===== src/hw/rtl/bba_pkg.sv =====
// shared constants and types for the buddy block allocator
`timescale 1ns / 1ps
`default_nettype none
package bba_pkg;
  localparam int POOL_ORDER = 8;
  localparam int ENTRIES = 64;
  localparam int IDX_W = $clog2(ENTRIES);
  localparam int CNT_W = $clog2(ENTRIES + 1);
  localparam int ORD_W = 4;
  localparam int ADDR_W = 8;
  localparam int BASE_W = POOL_ORDER + 1;

  localparam logic [1:0] ST_OK = 2'd0;
  localparam logic [1:0] ST_NOFIT = 2'd1;
  localparam logic [1:0] ST_FULL = 2'd2;
  localparam logic [1:0] ST_NOTFOUND = 2'd3;

  localparam logic OP_ALLOC = 1'b0;
  localparam logic OP_FREE = 1'b1;

  typedef struct packed {
    logic [ORD_W-1:0] order;
    logic used;
  } blk_t;

  typedef struct packed {
    logic we;
    logic [IDX_W-1:0] waddr;
    blk_t wdata;
    logic [IDX_W-1:0] raddr;
  } mem_req_t;
endpackage
`default_nettype wire


===== src/hw/rtl/bba_table_ram.sv =====
// block table memory, one write and one registered read port
`timescale 1ns / 1ps
`default_nettype none
module bba_table_ram
  import bba_pkg::*;
(
  input wire logic clk,
  input wire mem_req_t req,
  output blk_t rdata
);
  blk_t mem [ENTRIES];

  always_ff @(posedge clk) begin
    if (req.we) begin
      mem[req.waddr] <= req.wdata;
    end
    rdata <= mem[req.raddr];
  end
endmodule
`default_nettype wire


===== src/hw/rtl/bba_ctrl.sv =====
// sequencer for scan, split, shift and merge over the block table
`timescale 1ns / 1ps
`default_nettype none
module bba_ctrl
  import bba_pkg::*;
(
  input wire logic clk,
  input wire logic rst,
  input wire logic start,
  input wire logic operation,
  input wire logic [8:0] request_size,
  input wire logic [ADDR_W-1:0] block_address,
  output logic busy,
  output logic done,
  output logic [1:0] status,
  output logic [ADDR_W-1:0] granted_address,
  output mem_req_t req,
  input wire blk_t rdata
);
  typedef enum logic [3:0] {
    S_IDLE, S_INIT, S_INITW, S_SCAN, S_SCANW, S_SPLIT, S_SHUP, S_SHUPW, S_SETSPL,
    S_MCHK, S_MCHKW, S_MERGE, S_SHDN, S_SHDNW, S_SHMV, S_FIN
  } state_t;

  state_t state;
  logic op;
  logic [ORD_W-1:0] want;
  logic [BASE_W-1:0] baddr, base;
  logic [CNT_W-1:0] count, idx, k, bidx;
  blk_t cur;
  logic [1:0] st;
  logic [ORD_W-1:0] o;

  logic [ORD_W-1:0] want_c;
  always_comb begin
    logic [9:0] s;
    s = (request_size == 9'd0) ? 10'd1 : {1'b0, request_size};
    want_c = '0;
    for (int j = 0; j < 10; j++) begin
      if ((10'd1 << j) < s) want_c = ORD_W'(j + 1);
    end
  end

  always_ff @(posedge clk) begin
    req.we <= 1'b0;
    done <= 1'b0;
    if (rst) begin
      state <= S_INIT;
      busy <= 1'b1;
      count <= CNT_W'(1);
      req.raddr <= '0;
    end else begin
      case (state)
        S_INIT: begin
          req.we <= 1'b1;
          req.waddr <= '0;
          req.wdata <= '{order: ORD_W'(POOL_ORDER), used: 1'b0};
          state <= S_IDLE;
          busy <= 1'b0;
        end
        S_IDLE: begin
          if (start) begin
            busy <= 1'b1;
            op <= operation;
            want <= want_c;
            baddr <= {1'b0, block_address};
            base <= '0;
            idx <= '0;
            req.raddr <= '0;
            state <= S_INITW;
          end
        end
        S_INITW: begin
          if (op == OP_ALLOC && want > ORD_W'(POOL_ORDER)) begin
            st <= ST_NOFIT;
            state <= S_FIN;
          end else state <= S_SCAN;
        end
        S_SCAN: begin
          cur <= '{order: rdata.order, used: 1'b0};
          if (idx >= count) begin
            st <= (op == OP_ALLOC) ? ST_NOFIT : ST_NOTFOUND;
            state <= S_FIN;
          end else if (op == OP_ALLOC && !rdata.used && rdata.order >= want) begin
            if (count + CNT_W'(rdata.order - want) > CNT_W'(ENTRIES)) begin
              st <= ST_FULL;
              state <= S_FIN;
            end else state <= S_SPLIT;
          end else if (op == OP_FREE && base == baddr) begin
            if (!rdata.used) begin
              st <= ST_NOTFOUND;
              state <= S_FIN;
            end else begin
              state <= S_MCHK;
            end
          end else begin
            base <= base + (BASE_W'(1) << rdata.order);
            idx <= idx + 1'b1;
            req.raddr <= IDX_W'(idx + 1'b1);
            state <= S_SCANW;
          end
        end
        S_SCANW: state <= S_SCAN;
        S_SPLIT: begin
          if (cur.order == want) begin
            req.we <= 1'b1;
            req.waddr <= IDX_W'(idx);
            req.wdata <= '{order: cur.order, used: 1'b1};
            st <= ST_OK;
            state <= S_FIN;
          end else begin
            k <= count;
            req.raddr <= IDX_W'(count - 1'b1);
            state <= S_SHUPW;
          end
        end
        S_SHUPW: state <= S_SHUP;
        S_SHUP: begin
          if (k > idx + 1'b1) begin
            req.we <= 1'b1;
            req.waddr <= IDX_W'(k);
            req.wdata <= rdata;
            k <= k - 1'b1;
            req.raddr <= IDX_W'(k - 2'd2);
            state <= S_SHUPW;
          end else state <= S_SETSPL;
        end
        S_SETSPL: begin
          req.we <= 1'b1;
          req.waddr <= IDX_W'(idx + 1'b1);
          req.wdata <= '{order: cur.order - 1'b1, used: 1'b0};
          cur.order <= cur.order - 1'b1;
          count <= count + 1'b1;
          state <= S_SPLIT;
        end
        S_MCHK: begin
          o <= cur.order;
          if (cur.order >= ORD_W'(POOL_ORDER)) state <= S_MERGE;
          else if (base[cur.order] == 1'b0) begin
            if (idx + 1'b1 >= count) state <= S_MERGE;
            else begin
              bidx <= idx + 1'b1;
              req.raddr <= IDX_W'(idx + 1'b1);
              state <= S_MCHKW;
            end
          end else begin
            if (idx == '0) state <= S_MERGE;
            else begin
              bidx <= idx - 1'b1;
              req.raddr <= IDX_W'(idx - 1'b1);
              state <= S_MCHKW;
            end
          end
        end
        S_MCHKW: state <= S_SHDN;
        S_SHDN: begin
          if (rdata.used || rdata.order != o) state <= S_MERGE;
          else begin
            if (bidx < idx) begin
              idx <= bidx;
              base <= base - (BASE_W'(1) << o);
              k <= idx;
            end else k <= bidx;
            cur.order <= o + 1'b1;
            req.raddr <= IDX_W'((bidx < idx ? idx : bidx) + 1'b1);
            count <= count - 1'b1;
            state <= S_SHDNW;
          end
        end
        S_SHDNW: state <= S_SHMV;
        S_SHMV: begin
          if (k < count) begin
            req.we <= 1'b1;
            req.waddr <= IDX_W'(k);
            req.wdata <= rdata;
            k <= k + 1'b1;
            req.raddr <= IDX_W'(k + 2'd2);
            state <= S_SHDNW;
          end else state <= S_MCHK;
        end
        S_MERGE: begin
          req.we <= 1'b1;
          req.waddr <= IDX_W'(idx);
          req.wdata <= cur;
          st <= ST_OK;
          state <= S_FIN;
        end
        S_FIN: begin
          done <= 1'b1;
          status <= st;
          granted_address <= (op == OP_ALLOC && st == ST_OK) ? base[ADDR_W-1:0] : '0;
          busy <= 1'b0;
          state <= S_IDLE;
        end
        default: state <= S_IDLE;
      endcase
    end
  end
endmodule
`default_nettype wire


===== src/hw/rtl/buddy_block_allocator_core.sv =====
// Buddy block allocator: one request per start, one result word per request.
// The run time of a request grows with the table entries scanned and with the
// entries shifted on each split or merge, over a table of up to 64 entries.
// One request at a time; the table memory read port sets the pace.
// After a synchronous reset, entry 0 is rewritten as one free pool block.
// The receiver cannot stall: done marks the result for one cycle.
`timescale 1ns / 1ps
`default_nettype none
module buddy_block_allocator_core
  import bba_pkg::*;
(
  input wire logic clk,
  input wire logic rst,
  input wire logic start,
  output logic busy,
  input wire logic operation,
  input wire logic [8:0] request_size,
  input wire logic [7:0] block_address,
  output logic done,
  output logic [1:0] status,
  output logic [7:0] granted_address
);
  mem_req_t req;
  blk_t rdata;

  bba_table_ram u_ram (.clk(clk), .req(req), .rdata(rdata));

  bba_ctrl u_ctrl (
    .clk(clk), .rst(rst), .start(start), .operation(operation),
    .request_size(request_size), .block_address(block_address),
    .busy(busy), .done(done), .status(status),
    .granted_address(granted_address), .req(req), .rdata(rdata)
  );
endmodule
`default_nettype wire


===== config.mk =====
export PLATFORM = sky130hd
export DESIGN_NAME = buddy_block_allocator_core
export DESIGN_NICKNAME = d
export VERILOG_FILES = /design/src/hw/rtl/bba_pkg.sv /design/src/hw/rtl/bba_table_ram.sv /design/src/hw/rtl/bba_ctrl.sv /design/src/hw/rtl/buddy_block_allocator_core.sv
export SDC_FILE = /design/constraint.sdc
export NUM_CORES = 1
export LEC_CHECK = 0
export BUFFER_PORTS_ARGS = -buffer_cell sky130_fd_sc_hd__clkbuf_2
export CORE_MARGIN = 10
export CORE_UTILIZATION = 59
export DETAILED_ROUTE_END_ITERATION = 16
export PLACE_DENSITY = 0.75
export SLEW_MARGIN = 40
export SYNTH_ARGS = -nofsm -noshare
export SYNTH_HDL_FRONTEND = slang
export SYNTH_SLANG_ARGS = --single-unit

===== constraint.sdc =====
create_clock -name clk -period 4 [get_ports clk]
set_input_delay 1.2 -clock clk [delete_from_list [all_inputs] [get_ports clk]]
set_output_delay 1.2 -clock clk [all_outputs]
set_load 0.01 [all_outputs]

Word-level counts from Yosys, hierarchy flattened
Memories as Yosys holds them, arrays and structs flattened. A register that Yosys moved wholly into a read port is not among the register bits. Cells that the tools add are included.

Add/subtract/negate cells: 15. Magnitude comparators: 20. Eq/ne operators: 37. Shift-type cells: 2. Mux-type cells: 84. Bitwise operators: 3. Reduce and logical (&&, ||, !) cells: 33.

Operator list (number): 7-bit 2-to-1 mux (15); 12-bit one-hot mux with 6 select lines (1); 4-bit 2-to-1 mux (17); 9-bit 2-to-1 mux (7); 6-bit 2-to-1 mux (10); 4-bit one-hot mux with 15 select lines (1); 6-bit one-hot mux with 7 select lines (1); 18-bit 2-to-1 mux (2); 4-bit equality test, second input constant (8); 7-bit one-hot mux with 4 select lines (1); 9-bit one-hot mux with 3 select lines (1); 7-bit by 1-bit adder with 7-bit output, second input constant (3); 7-bit one-hot mux with 3 select lines (1); 7-bit by 1-bit subtractor with 7-bit output, second input constant (3); 2-bit 2-to-1 mux (10); 1-bit by 4-bit left shift with 9-bit output, first input constant (2); 4-bit by 3-bit equality test with 1-bit output, second input constant (4); 2-bit != test, second input constant (8); 7-bit greater-or-equal comparator (2); 7-bit < comparator (2); 7-bit one-hot mux with 2 select lines (1); 12-bit 2-to-1 mux (1); 2-bit by 1-bit != test with 1-bit output, second input constant (6); 4-bit one-hot mux with 3 select lines (1); other kinds (62) (86).

Bits in registers: 94. Bits in writable memories: 320. Input port bits: 21. Output and inout port bits: 12. Memories kept: 1.

Memories: u_ram.mem (depth 64, width 5, read ports 1, clocked after Yosys merged registers in 1, wr ports 1, RTL line bba_table_ram.sv:11) `blk_t mem [ENTRIES];`.

Depth between registers and ports, before layout
Word-level depth: 12. Depth in mapped cells: 16. Mapped depth without buffers: 14.

Hierarchy
From an unflattened synthesis, not the netlist that was laid out.

Cell total of the unflattened synthesis: 1496. Area, all modules: 20490.9 µm².

By module, submodules not included: bba_table_ram (instances 1, cells each 642, area an instance 12886.1 µm², seq. area each 9709.3 µm²); bba_ctrl (instances 1, cells each 854, area an instance 7604.8 µm², seq. area each 2622.5 µm²).

Least setup slack after synthesis
No wires, ideal clock.

Path kind: reg-to-reg. Start: register u_ctrl.idx[4]. End: register u_ctrl.base[0], enable pin. Library setup time: 0.409 ns. Arrival time: 2.994 ns. Setup slack: 0.597 ns. Stages on the path, launching flop included: 10. Period minus slack after synthesis: 3.403 ns. Cell sequence: edfxtp_1 -> clkbuf_2 -> inv_1 -> ha_1 -> o211ai_1 -> a22oi_1 -> nand2_1 -> buf_1 -> o221ai_1 -> nor3_1.

Cells in the longest elaborated chain, start to end: 3. Elaborated cells on any way between the ends: 5. Classes of those cells: 2 x order compare; 2 x eq/ne; 1 x reduce/logical.

RTL lines: start, declared (RTL line bba_ctrl.sv:29) `logic [CNT_W-1:0] count, idx, k, bidx;`; start signal, assigned (RTL line bba_ctrl.sv:98) `idx <= idx + 1'b1;`; start signal, assigned (RTL line bba_ctrl.sv:160) `idx <= bidx;`; 7-bit < comparator or 7-bit greater-or-equal comparator (tied branches) (RTL line bba_ctrl.sv:159, bba_ctrl.sv:81); 2-bit by 1-bit != test with 1-bit output (no line) or 2-bit != test (tied branches); 8-bit AND reduction (no line) (*); end signal, assigned (RTL line bba_ctrl.sv:97) `base <= base + (BASE_W'(1) << rdata.order);`; end signal, assigned (RTL line bba_ctrl.sv:161) `base <= base - (BASE_W'(1) << o);`; end, declared (RTL line bba_ctrl.sv:28) `logic [BASE_W-1:0] baddr, base;`.

Mark *: on every way between the ends. The rest lies on a longest branch, timed or not. A chain may end at the register's enable or synchronous reset.

Worst setup path after layout
Start: register u_ctrl.idx[1]. End: register u_ctrl.req[2] (netlist name).

Cells in the longest elaborated chain, start to end: 5. Elaborated cells on any way between the ends: 23. Classes of those cells: 3 x add/sub; 4 x order compare; 4 x eq/ne; 10 x mux; 2 x reduce/logical.

RTL lines: 7-bit < comparator (tied with other cells) (RTL line bba_ctrl.sv:165) `req.raddr <= IDX_W'((bidx < idx ? idx : bidx) + 1'b1);`; 7-bit 2-to-1 mux (tied with other cells) (RTL line bba_ctrl.sv:165); 6-bit by 1-bit adder with 6-bit output (tied with other cells) (RTL line bba_ctrl.sv:165); 6-bit 2-to-1 mux (on tied branches) (RTL line bba_ctrl.sv:157, bba_ctrl.sv:81, bba_ctrl.sv:138); 6-bit one-hot mux with 7 select lines (RTL line bba_ctrl.sv:53) `case (state)`.

Several ways; a longest one is shown, not always the timed one. The select of a mux whose other input is x is not followed.

==> results.ini <==
[critical_path]
critPathLaunchType = flop
worstPathMaxFanout = 12
slowest_stage = edfxtp_1
crit_buf_inv = 3
max_stage_delay_ns = 0.52
worst_setup_path_end_kind = flop
r2r_start = u_ctrl.idx[1]
criticalPathCategory = flop to flop
critPathTopFamily = compound AO/OA/AOI/OAI gates
crit_path_start = u_ctrl.idx[1]
crit_path_cell_trace = ha_1 -> nand3_1 -> xnor2_1 -> inv_1 -> ha_1 -> nand4_1 -> a21oi_1 -> o22ai_1 -> buf_4 -> a22o_1 -> a2111oi_4 -> buf_4 -> o21ai_1 -> o311a_1
cp.arrival_ns = 4.17
crit_required_ns = 4.45
r2r_slack_ns = 0.28

[sta]
tns_ns = 0
fmax_ghz = 0.2691
rsz0062_at_grt = no
finClkSkew_ns = 0.01380
setup_ws_ns = 0.2841
min_period_ns = 3.716
finalHoldViolCount = 0
maxSlewViolCount = 0
slew_headroom_pct = 45.14
setup-violations-final = 0
period_share_pct = 92.90
hold_ws_ns = 0.4631
tightest_slew_ns = 0.8167

[placed_design]
dp.cells = 1839
place_congestion = 0.9413
place_area_sq_um = 20960
io_buffers = 32
dpl.hpwl_um = 31700
pre_cts_ws_ns = 0.3623

[worst_hold_path]
min_from = u_ctrl.st[0]
hp-class = flop to flop

[yosys]
synth_commonest_cells = edfxtp_1, nor2_1, mux4_2
synth_top_area_share_pct = 58.67
synthesis.nets = 1482
yosys-top-cells-area = edfxtp_1, mux4_2, ha_1, dfxtp_1, nor2_1
synth_flop_cell = edfxtp_1
yosysMostFrequentCell = edfxtp_1
synth_top_cell_by_area = edfxtp_1
synthArstFlopShare_pct = 0
synth-seq-cells = 419
ys_types = 71
synth_cells = 1384
avgSynthCellArea_sq_um = 14.57
yosysSeqAreaShare_pct = 61.15
yosysWarnings = 0
syn-cell-area_sq_um = 20170
synth_edf_count = 394

[drt]
drt_iter0_drc = 1408
vias = 12340
firstDrtPassIters = 5
wire_per_inst_um = 25.10
drc_errors = 0
totalWireLength_um = 48100
postRouteAntennaNets = 0
routed_via_density = 6.443

[finish]
fillers = 2342
fin_nets = 1534
fin_cells = 1916
area_growth_pct = 10.62
n_antenna_cell = 0
layout-drive-gt1-share_pct = 18.46
fin_area_sq_um = 22310

[cts]
postCtsHoldBufs = 0
cts_setup_buffers = 0
cts_tree = yes
cts_sinks = 419
clk_latency_ns = 0.57
clk_path_buf_depth = 3
htree_num_levels = 2
numCtsBuffers = 43
cts.repair.resized = 0
clkTransAtPathRegs_ns = 0.06
cts-root-buf = clkbuf_16

[global_routing]
antenna_found_initial = 0
grt_pass1_vias = 12170
grt.overflow.total = 0
track_usage_pct = 23.01
grt_max_degree = 65
grt_pass1_wl_um = 73450

[die]
dieHeight_um = 204.9
initial_core_util_pct = 59.99
io-pin-count = 33
die-area_sq_um = 41980
fp-row-count = 67
chipWidth_um = 204.9
core_sq_um = 33620

[run]
cap_violations = 0

[pwr]
p_leak_nw = 7.424
ir_drop_uv = 413.4
power_density_nw_per_um2 = 627.4

[run_status]
status = finished, final reports clean

[layout make-up]
cell class	count	area (sq um)	share of cell area [%]
flip-flops and latches	419	12340	55.32
well taps	448	560.5	2.513
multi-input cells	838	7306	32.75
repair buffers	77	535.5	2.400
clock buffers	48	1095	4.907
clock inverters	29	257.7	1.155
inverters	57	214.0	0.9591
[where the power goes]
group	total (mW)	leakage (nW)	internal [mW]	switching, mW
clock	3.88	0.646	2.18	1.70
sequential	5.92	3.78	5.45	0.462
combinational	4.20	3.00	1.75	2.45
[routing by layer]
| layer | GRT usage, % | share of wire (%) | routed length, um | vias to the layer above |
|---|---|---|---|---|
| met1 | 30.26 | 40 | 19130 | 6186 |
| met3 | 3.254 | 6.5 | 3128 | 111 |
| met2 | 38.51 | 50 | 24260 | 573 |
| met4 | 8.296 | 3.3 | 1579 | 0 |
| li1 | - | - | - | 5474 |
| met5 | 0.4756 | 0 | 0 | - |
[flip-flops by register name, indices dropped and copies added (netlist names), 2 cells and up]
| signal | flops |
|---|---|
| u_ctrl.base | 9 |
| u_ram.rdata | 5 |
| u_ctrl.cur | 4 |
| u_ctrl.status | 2 |
| u_ctrl.want | 4 |
| u_ctrl.count | 7 |
| u_ctrl.baddr | 8 |
| u_ctrl.state | 4 |
| u_ctrl.k | 7 |
| u_ctrl.bidx | 7 |
| u_ctrl.o | 4 |
| u_ctrl.req | 18 |
| u_ctrl.idx | 7 |
| u_ctrl.st | 2 |
| u_ctrl.granted_address | 8 |
| u_ram.mem | 320 |
[worst reg2reg max path, stage by stage (launching register included)]
cell       delay, ns
edfxtp_1        0.52
ha_1            0.36
nand3_1         0.16
xnor2_1         0.34
inv_1           0.11
ha_1            0.31
nand4_1         0.13
a21oi_1         0.16
o22ai_1         0.11
buf_4           0.16
a22o_1          0.31
a2111oi_4       0.33
buf_4           0.23
o21ai_1         0.08
o311a_1         0.29
[per-stage QoR]
step	utilization (%)	total power, mW
after global placement	62.32	10.01
after CTS	66.36	14.01
after detailed placement	62.34	10.14
final	66.36	14.00
after floorplan	-	8.846
after global routing	66.36	14.63
[path summary, 6_finish.rpt]
check	cells past startpoint	end
setup / recovery	14	u_ctrl.req[2]
hold / removal	0	u_ctrl.status[0]
setup reg to reg	14	u_ctrl.req[2]
hold reg to reg	0	u_ctrl.status[0]
[cell usage in the layout, fill, tap and decap left out, types with 21 or more instances in the layout]
cell type,count
edfxtp_1,394
nor2_1,132
mux4_2,107
ha_1,73
nand2_1,69
o21ai_0,61
inv_1,56
a21oi_1,56
xnor2_1,45
clkbuf_16,43
buf_4,42
clkbuf_2,32
nand3_1,28
xor2_1,26
dfxtp_1,22
nor3_1,21
[cells by family (layout without fill, tap and decap cells)]
| group | Yosys count | after routing | synth area share (%) |
|---|---|---|---|
| simple gates | 345 | 345 | 8.097 |
| flops | 419 | 419 | 61.15 |
| buf+inv | 127 | 211 | 2.755 |
| xor+xnor | 71 | 71 | 3.084 |
| fa+ha+maj | 77 | 77 | 4.926 |
| compound gates | 224 | 224 | 7.278 |
| mux | 121 | 121 | 12.71 |
Power figures use the tool's default switching activity.
